==> src/irm_pkg.sv <==
// shared types and constants for the interval range map
// no dependencies
package irm_pkg;

  localparam int KEY_W = 32;
  localparam int VAL_W = 8;
  localparam int CNT_OUT_W = 7;
  localparam int POS_W = 11;
  localparam int DEPTH_DEFAULT = 64;

  typedef struct packed {
    logic signed [KEY_W-1:0] key;
    logic [VAL_W-1:0]        val;
  } entry_t;

  typedef enum logic [1:0] {
    OP_HOLD  = 2'd0,
    OP_LEFT  = 2'd1,
    OP_RIGHT = 2'd2
  } op_t;

  typedef struct packed {
    op_t              op;
    logic [POS_W-1:0] pos;
    entry_t           inject;
  } cmd_t;

endpackage

==> src/irm_cell.sv <==
// one breakpoint cell: holds an entry, shifts with its neighbours, compares keys
// depends on irm_pkg
module irm_cell #(
  parameter int IDX = 0
) (
  input  logic                              clk,
  input  irm_pkg::cmd_t                     cmd,
  input  irm_pkg::entry_t                   left_ent,
  input  irm_pkg::entry_t                   right_ent,
  input  logic                              valid,
  input  logic signed [irm_pkg::KEY_W-1:0]  key_lo,
  input  logic signed [irm_pkg::KEY_W-1:0]  key_hi,
  output irm_pkg::entry_t                   ent,
  output logic                              lt,
  output logic                              le
);

  localparam logic [irm_pkg::POS_W-1:0] MY_POS = irm_pkg::POS_W'(IDX);

  always_ff @(posedge clk) begin
    case (cmd.op)
      irm_pkg::OP_LEFT: begin
        if (MY_POS >= cmd.pos) ent <= right_ent;
      end
      irm_pkg::OP_RIGHT: begin
        if (MY_POS > cmd.pos) ent <= left_ent;
        else if (MY_POS == cmd.pos) ent <= cmd.inject;
      end
      default: begin
        ent <= ent;
      end
    endcase
  end

  assign lt = valid && ($signed(ent.key) < key_lo);
  assign le = valid && ($signed(ent.key) <= key_hi);

endmodule

==> config.mk <==
export PLATFORM = sky130hd
export DESIGN_NAME = irm_cell
export DESIGN_NICKNAME = d
export VERILOG_FILES = /design/src/irm_pkg.sv /design/src/irm_cell.sv
export SDC_FILE = /design/constraint.sdc
export NUM_CORES = 1
export LEC_CHECK = 0
export ABC_AREA = 1
export BUFFER_PORTS_ARGS = -buffer_cell sky130_fd_sc_hd__buf_4
export CAP_MARGIN = 25
export CORE_UTILIZATION = 35
export DETAILED_ROUTE_END_ITERATION = 10
export PLACE_DENSITY = 0.78
export SLEW_MARGIN = 0
export SYNTH_ARGS = -nofsm -noshare
export SYNTH_HDL_FRONTEND = slang
export SYNTH_SLANG_ARGS = --single-unit
==> constraint.sdc <==
create_clock -name clk -period 16 [get_ports clk]
set_input_delay 2.4 -clock clk [delete_from_list [all_inputs] [get_ports clk]]
set_output_delay 2.4 -clock clk [all_outputs]
set_load 0.02 [all_outputs]
Word-level counts from Yosys, hierarchy flattened
Index checks and enable logic that the tools add are counted.
{ "word_totals": {"regBits": 40, "in_bits": 199, "out_inout_bits": 42, "wordCells": 19} }
{ "classes": {"n_lt_le_gt_ge": 4, "n_eq_ne": 4, "muxes": 4, "n_reduce_logical": 5} }
{ "op_table": {"columns": ["cell", "count"], "rows": [
  ["40-bit two-way mux", 3],
  ["40-bit one-hot mux with 2 select lines", 1],
  ["32-bit less-or-equal comparator", 1],
  ["32-bit < comparator", 1],
  ["1-bit by 11-bit >= comparator with 1-bit output (first input constant)", 1],
  ["1-bit by 11-bit greater-than comparator with 1-bit output (first input constant)", 1],
  ["11-bit logical NOT", 1],
  ["3-bit != test (second input constant)", 1],
  ["3-bit AND reduction", 1],
  ["2-bit by 1-bit equality test with 1-bit output (second input constant)", 1],
  ["2-bit equality test (second input constant)", 1],
  ["1-bit logical AND", 2],
  ["2-bit != test (second input constant)", 1],
  ["2-bit nonzero test", 1]
]} }

Longest topological paths before layout
Gate-level depths: netlist (run 1).
{ "logic_depth": {"depth_word": 4, "ltp_mapped": 17, "depth_no_buf": 17} }

Worst setup path after synthesis (run 1)
No wires, ideal clock.
{ "synth_timing": {"path_kind": "input-to-reg", "from": "input cmd[52] (netlist bit)", "to": "register ent[0] (netlist bit) (enable)", "setup_ps": 562, "arrival_ps": 7214, "t_required_ps": 15438, "path_slack_ps": 8224, "cell_stages": 4, "n_path_buf": 1, "cell_sequence": "inv_1 or2_1 buf_2 a2111oi_1"} }
{ "synth_between": {"elab_chain_len": 3, "word_cells_on_any_way": 6, "classes_between": "4 x eq/ne; 2 x reduce/logical"} }
{ "synth_rtl": {"columns": ["element", "line_no", "source"], "rows": [
  ["start: declaration", "irm_cell.sv:7", "input irm_pkg::cmd_t cmd,"],
  ["2-bit equality test or 2-bit by 1-bit equality test with 1-bit output (tied branches)", "irm_cell.sv:21", "case (cmd.op)"],
  ["3-bit != test (no source line), or another cell as far along", null, null],
  ["3-bit AND reduction (no source line) (*)", null, null],
  ["end signal: assignment", "irm_cell.sv:23", "if (MY_POS >= cmd.pos) ent <= right_ent;"],
  ["end signal: assignment", "irm_cell.sv:26", "if (MY_POS > cmd.pos) ent <= left_ent;"],
  ["end signal: assignment", "irm_cell.sv:27", "else if (MY_POS == cmd.pos) ent <= cmd.inject;"],
  ["end: declaration", "irm_cell.sv:13", "output irm_pkg::entry_t ent,"]
]} }
Every way passes the cells marked *; elsewhere a longest branch is shown, timed or not.
A chain may end at the register's enable or synchronous reset.

Worst setup path in the final report (run 1)
{ "layout_timing": {"from": "input key_hi[23] (netlist bit)", "to": "output le"} }
{ "layout_between": {"elab_chain_len": 2} }
{ "layout_rtl": {"columns": ["element", "line_no", "source"], "rows": [
  ["start: declaration", "irm_cell.sv:12", "input logic signed [irm_pkg::KEY_W-1:0] key_hi,"],
  ["32-bit less-or-equal comparator", "irm_cell.sv:36", "assign le = valid && ($signed(ent.key) <= key_hi);"],
  ["1-bit logical AND", "irm_cell.sv:36", null],
  ["end: declaration", "irm_cell.sv:15", "output logic le"]
]} }
Every way passes these cells.

==> results of run 1 <==
==> worst paths after layout <==
check | start | end | slack, ns
min | cmd[1] | ent[1] | 2.40
max | key_hi[23] | le | 9.68
==> synthesized netlist by cell type, types with 2 or more instances <==
library cell	instances
sky130_fd_sc_hd__a21o_1	2
sky130_fd_sc_hd__a21oi_1	29
sky130_fd_sc_hd__buf_6	4
sky130_fd_sc_hd__edfxtp_1	40
sky130_fd_sc_hd__ha_1	63
sky130_fd_sc_hd__inv_1	74
sky130_fd_sc_hd__inv_2	5
sky130_fd_sc_hd__mux2_4	40
sky130_fd_sc_hd__nand2_1	61
sky130_fd_sc_hd__nand2_2	2
sky130_fd_sc_hd__nand3_1	7
sky130_fd_sc_hd__nand4_1	6
sky130_fd_sc_hd__nor2_1	14
sky130_fd_sc_hd__nor2_2	3
sky130_fd_sc_hd__nor4_1	2
sky130_fd_sc_hd__o21a_1	3
sky130_fd_sc_hd__o21ai_0	3
sky130_fd_sc_hd__o21ai_1	2
==> where the power goes <==
part	switching, mW	internal (mW)	leakage [nW]
Combinational	0.0245	0.0460	2.52
Clock	0.0395	0.0309	0.0404
Sequential	0.0000258	0.116	0.359
Total	0.0640	0.193	2.92
==> layer usage <==
metal	global-route usage, %	wire length [um]	share of wire (%)	vias up
met5	0	0	0	-
met4	4.18	123	1.3	0
met3	2.89	478	5.2	10
met2	34.7	4970	54	120
met1	17.9	3570	39	1463
li1	-	-	-	1653
==> cell usage in the layout, fill, tap and decap left out <==
cell                         instances
sky130_fd_sc_hd__nand2_2             2
sky130_fd_sc_hd__or2_2               2
sky130_fd_sc_hd__nor4_1              2
sky130_fd_sc_hd__clkinvlp_4          2
sky130_fd_sc_hd__nand3_1             7
sky130_fd_sc_hd__nand2_1            61
sky130_fd_sc_hd__o21ai_0             3
sky130_fd_sc_hd__ha_1               63
sky130_fd_sc_hd__o21a_1              3
sky130_fd_sc_hd__edfxtp_1           40
sky130_fd_sc_hd__a21oi_2             1
sky130_fd_sc_hd__mux2_4             40
sky130_fd_sc_hd__clkinv_1            1
sky130_fd_sc_hd__buf_4             202
sky130_fd_sc_hd__o211ai_1            1
sky130_fd_sc_hd__a2111oi_2           1
sky130_fd_sc_hd__nand4_1             6
sky130_fd_sc_hd__a21oi_1            29
sky130_fd_sc_hd__inv_2               5
sky130_fd_sc_hd__nand4_4             1
sky130_fd_sc_hd__clkbuf_8            5
sky130_fd_sc_hd__nor3b_2             1
sky130_fd_sc_hd__o21ai_1             2
sky130_fd_sc_hd__nor2_1             14
sky130_fd_sc_hd__nor2_2              3
sky130_fd_sc_hd__inv_1              74
sky130_fd_sc_hd__a21o_1              2
sky130_fd_sc_hd__clkinv_4            1
==> worst max-delay path, stage by stage <==
cell and delay [ns]:
sky130_fd_sc_hd__buf_4 0.08, sky130_fd_sc_hd__inv_1 0.03, sky130_fd_sc_hd__ha_1 0.29, sky130_fd_sc_hd__nand2_1 0.09, sky130_fd_sc_hd__nor2_2 0.18, sky130_fd_sc_hd__nand4_4 0.09, sky130_fd_sc_hd__nor3b_2 0.21, sky130_fd_sc_hd__nand2_1 0.10
sky130_fd_sc_hd__nand2_1 0.06, sky130_fd_sc_hd__nand2_1 0.04, sky130_fd_sc_hd__nand3_1 0.07, sky130_fd_sc_hd__nand2_1 0.06, sky130_fd_sc_hd__inv_1 0.07, sky130_fd_sc_hd__buf_4 0.14
==> logic make-up after synthesis <==
logic type               Yosys count  synth area share, %
adder cells (fa/ha/maj)           63                 21.8
buffers and inverters             85                 9.68
AO/OA/AOI/OAI                     42                 6.47
flip-flops                        40                 33.2
multiplexers                      40                 16.6
AND/OR/NAND/NOR                   99                 12.3
==> area by class of cell <==
cell class              count  area (um^2)  area share [%]
flip-flops and latches     40         1200            22.5
clock inverters             3         23.8           0.444
clock buffers               5         68.8            1.29
multi-input cells         244         2070            38.7
well taps                 133          166            3.11
repair buffers            202         1520            28.4
inverters                  80          300            5.61
==> through the flow <==
step                      hold slack, ns  setup slack [ns]  utilization (%)  cell area (um^2)
after global placement              2.70              9.68             53.0              5260
after global routing                2.38              9.47             54.0              5350
after detailed placement            2.70              9.64             53.0              5260
after floorplan                     2.62              8.22                -              3620
after CTS                           2.39              9.64             54.0              5350
final                               2.40              9.68             54.0              5350
==> impl_metrics.tcl, run 1 <==
set metrics [dict create \
    worst-slew-pin-transition_ns 0.749 \
    synth_largest_area_cell "sky130_fd_sc_hd__edfxtp_1" \
    cts.repair_timing.setup_buffer_count 0 \
    hp-class "input port to register" \
    min_period_over_period_pct 39.5 \
    registers.top_by_ff_count "ent" \
    vias 3246 \
    final_layout_size_suffix_gt1_share_pct 46.3 \
    synth_seq_area_share_pct 33.2 \
    clock_tree.root_cell "sky130_fd_sc_hd__clkbuf_8" \
    synth.top_cell.area_share_pct 33.2 \
    post_cts_hold_buffer_count 0 \
    maximum_number_of_pins_on_one_net_before_global_route_repair 41 \
    status "completed" \
    power_density_nw_per_um2 48.0 \
    largestRegisters "ent (40)" \
    syn_to_final_growth_pct 47.8 \
    wirelength_mm 9.14 \
    synth.lib_cells_used.distinct 27 \
    dominantRegCellSynth "sky130_fd_sc_hd__edfxtp_1" \
    drc_violations 0 \
    slew_headroom_pct 50.1 \
    ys.warnings.count 0 \
    syn-cell-area_um2 3620 \
    drtIter0Drc 100 \
    grt_setup_unrepaired "false" \
    cts_max_path_buffers 2 \
    route.detailed.vias_per_inst 4.59 \
    final_nets 835 \
    synth_area_leaders "sky130_fd_sc_hd__edfxtp_1, sky130_fd_sc_hd__ha_1, sky130_fd_sc_hd__mux2_4" \
    nFillCells 890 \
    hold_violations 0 \
    fp.dieArea_um2 10700 \
    number_of_buffers_inserted_by_port_buffering 200 \
    vias_in_the_first_global_route 3418 \
    setup.worst_path.start_class "input port" \
    ioPinCount 241 \
    synth-seq-cells 40 \
    grt_antenna_before_repair 0 \
    timing_worst_setup_path_type "input port to primary output" \
    htree_num_levels 2 \
    max_ffs_per_register 40 \
    chipHeight_um 104 \
    grt_pass1_wl_mm 15.0 \
    drv_slew 0 \
    antenna_diode_count 0 \
    peakVddDrop_mv 0.0306 \
    synth_nets 631 \
    core_um2 9910 \
    max_cap_violations 0 \
    leftover_overflow_at_the_end_of_global_routing 0 \
    cts-resized-gates 0 \
    share_of_async_settable_or_async_resettable_flops_after_synthesis_pct 0 \
    fin_total_pwr_uw 257 \
    drt.antenna.violating_nets 0 \
    maxClockFrequency_ghz 0.158 \
    layoutNonFillerInstCount 707 \
    numPlacedInstances 699 \
    grt_use_total_pct 17.1 \
    cts_buffers 5 \
    worst_hold_path.num_cells 2 \
    synth_enable_flop_cells 40 \
    syn_area_per_cell_um2 9.81 \
    cts.sink_count 40 \
    crit_required_ns 13.60 \
    tritoncts "built" \
    total_leakage_power_nw 2.92 \
    clkSlewWorstSetupHoldPaths_ns 0.09 \
    post-dp-hpwl_mm 7.80 \
    first_pass_iters 4 \
    netlist_instances 369 \
    chipWidth_um 104 \
    cp_data_arrival_time_ns 3.92 \
    worst-path-max-fanout 2 \
    core.rowCount 36 \
    initial_util_pct 36.5 \
    route.detailed.wl_per_inst_um 12.9 \
    layout_min_cycle_time_ns 6.32 \
    finalSetupViolations 0 \
    end_kind "primary output" \
    place.gp.congestion 0.795 \
    totalNegativeSetupSlack_ns 0 \
]
No activity file was read; power rests on OpenSTA's default activity.
==> run 2, diff against run 1 <==
--- a/config.mk
+++ b/config.mk
@@ -10,7 +10,7 @@
 export CAP_MARGIN = 25
 export CORE_UTILIZATION = 35
 export DETAILED_ROUTE_END_ITERATION = 10
-export PLACE_DENSITY = 0.78
+export PLACE_DENSITY = 0.81
 export SLEW_MARGIN = 0
 export SYNTH_ARGS = -nofsm -noshare
 export SYNTH_HDL_FRONTEND = slang
==> constraint.sdc (replaced) <==
create_clock -name clk -period 5.3 [get_ports clk]
set_input_delay 0.795 -clock clk [delete_from_list [all_inputs] [get_ports clk]]
set_output_delay 0.795 -clock clk [all_outputs]
set_load 0.02 [all_outputs]
==> run 2 against run 1 <==
Net effect: first-iteration DRC count increased by 2.0%; sequential cell count unchanged; largest cell class unchanged; wire length rose by 5.1%; critical endpoint unchanged; combinational power grew to 3.1 times the previous value; worst hold slack worse by 1.6 ns; sequential share of layout area down 0.15 points; sequential power grew to 3.0 times the previous value; via count is 0.92% higher; die area unchanged; worst setup slack got worse by 7.5 ns.
==> impl_metrics.tcl, run 2 (same netlist as run 1, synthesis figures left out) <==
set metrics [dict create \
    status "completed" \
    largestRegisters "ent (40)" \
    slew_headroom_pct 49.4 \
    worst-slew-pin-transition_ns 0.759 \
    drv_slew 0 \
    worst_path_max_delay_cell "sky130_fd_sc_hd__ha_1" \
    power.share.sequential_pct 42.2 \
    route.detailed.wl_per_inst_um 13.6 \
    chipWidth_um 104 \
    power_density_nw_per_um2 154 \
    hold_slack_ns 0.780 \
    post-dp-hpwl_mm 8.04 \
    end_kind "primary output" \
    post_cts_hold_buffer_count 0 \
    clock_tree.root_cell "sky130_fd_sc_hd__clkbuf_8" \
    critical_path.most_common_cell "sky130_fd_sc_hd__nand2_1" \
    leftover_overflow_at_the_end_of_global_routing 0 \
    nFillCells 883 \
    max_cap_violations 0 \
    peakVddDrop_mv 0.0852 \
    max_ffs_per_register 40 \
    crit_required_ns 4.51 \
    drc_violations 0 \
    crit_family "simple AND/OR/NAND/NOR gates" \
    ioPinCount 241 \
    tritoncts "built" \
    drtIter0Drc 102 \
    final_nets 835 \
    worst-path-max-fanout 4 \
    total_switching_power_uw 198 \
    final_critical_path_setup_slack_ns 2.17 \
    grt_use_total_pct 18.1 \
    dpl-instance-area_um2 5270 \
    registers.top_by_ff_count "ent" \
    total_leakage_power_nw 2.94 \
    cts_buffers 5 \
    antenna_diode_count 0 \
    ff_latch_area_um2 1200 \
    min_period_over_period_pct 59.0 \
    totalNegativeSetupSlack_ns 0 \
    critical_path_depth 14 \
    maximum_number_of_pins_on_one_net_before_global_route_repair 41 \
    wirelength_mm 9.60 \
    hold_violations 0 \
    cts.sink_count 40 \
    core_um2 9910 \
    clkSlewWorstSetupHoldPaths_ns 0.09 \
    cts.repair_timing.setup_buffer_count 0 \
    stdcell_area_um2 5380 \
    switching_share_pct 23.9 \
    hp-class "input port to register" \
    layout_min_cycle_time_ns 3.13 \
    cts_max_path_buffers 2 \
    mostFrequentLayoutCells "sky130_fd_sc_hd__buf_4, sky130_fd_sc_hd__inv_1, sky130_fd_sc_hd__ha_1" \
    final_layout_size_suffix_gt1_share_pct 46.3 \
    drt.antenna.violating_nets 0 \
    cp_data_arrival_time_ns 2.33 \
    route.detailed.vias_per_inst 4.63 \
    power.share.combinational_pct 26.1 \
    worstPathCellList "buf_4 > inv_1 > ha_1 > nand2_2 > nor2_2 > nand2_2 > nor3b_2 > nand2_1 > nand2_1 > nand2_1 > nand3_1 > nand2_1 > inv_1 > buf_4" \
    grt_pass1_wl_mm 15.6 \
    chipHeight_um 104 \
    critical_path.startpoint "key_hi[31]" \
    number_of_buffers_inserted_by_port_buffering 200 \
    place.gp.congestion 0.846 \
    grt_setup_unrepaired "false" \
    cts-resized-gates 0 \
    syn_to_final_growth_pct 48.8 \
    timing_worst_setup_path_type "input port to primary output" \
    vias_in_the_first_global_route 3494 \
    timing.critical_path.slowest_cell_delay_ns 0.34 \
    maxClockFrequency_ghz 0.320 \
    core.rowCount 36 \
    critical_path_endpoint "le" \
    htree_num_levels 2 \
    grt_antenna_before_repair 0 \
    layout_commonest_cell "sky130_fd_sc_hd__buf_4" \
    multi_input_comb_area_um2 2080 \
    fp.dieArea_um2 10700 \
    intPower_uw 631 \
    cp.buffers_inverters 4 \
    first_pass_iters 4 \
    share_clk_of_total_power_pct 31.7 \
    vias 3276 \
    final_core_utilization_pct 54.3 \
    worst_hold_path.num_cells 2 \
    initial_util_pct 36.5 \
    finalSetupViolations 0 \
    setup.worst_path.start_class "input port" \
    pre_cts_ws_ns 2.16 \
]
[run 2: routing by layer]
layer | vias to the layer above | part of all wire, % | GRT usage, % | routed length [um]
li1 | 1647 | - | - | -
met5 | - | 0 | 0 | 0
met1 | 1460 | 37 | 19.0 | 3590
met3 | 26 | 6.0 | 3.21 | 576
met4 | 0 | 3.5 | 8.47 | 334
met2 | 143 | 53 | 34.9 | 5100
[run 2: metrics by stage]
stage / power [mW] / instances
after detailed placement: 0.574 / 699
final: 0.830 / 707
after CTS: 0.842 / 707
after floorplan: 0.464 / 369
after global routing: 0.869 / 707
after global placement: 0.565 / 699
[run 2: final cells by class]
type | count | area share [%]
inverter | 80 | 5.58
tap | 133 | 3.09
sequential | 40 | 22.3
clock inverter | 3 | 0.860
multi-input combinational | 244 | 38.7
clock buffer | 5 | 1.28
timing repair buffer | 202 | 28.2
[run 2: worst min path at each step]
stage	startpoint	to	slack, ns
finish	right_ent[6]	ent[6]	0.78
CTS	cmd[3]	ent[3]	0.77
global route	right_ent[36]	ent[36]	0.77
global placement	right_ent[8]	ent[8]	1.10
detailed placement	right_ent[31]	ent[31]	1.10
floorplan	right_ent[0]	ent[0]	1.01
[run 2: power by group through the flow]
stage | sequential, mW | combinational (mW) | clock, mW
floorplan | 0.357 | 0.106 | 0
global placement | 0.357 | 0.208 | 0
detailed placement | 0.357 | 0.217 | 0
CTS | 0.350 | 0.218 | 0.273
global route | 0.350 | 0.238 | 0.281
finish | 0.350 | 0.216 | 0.263
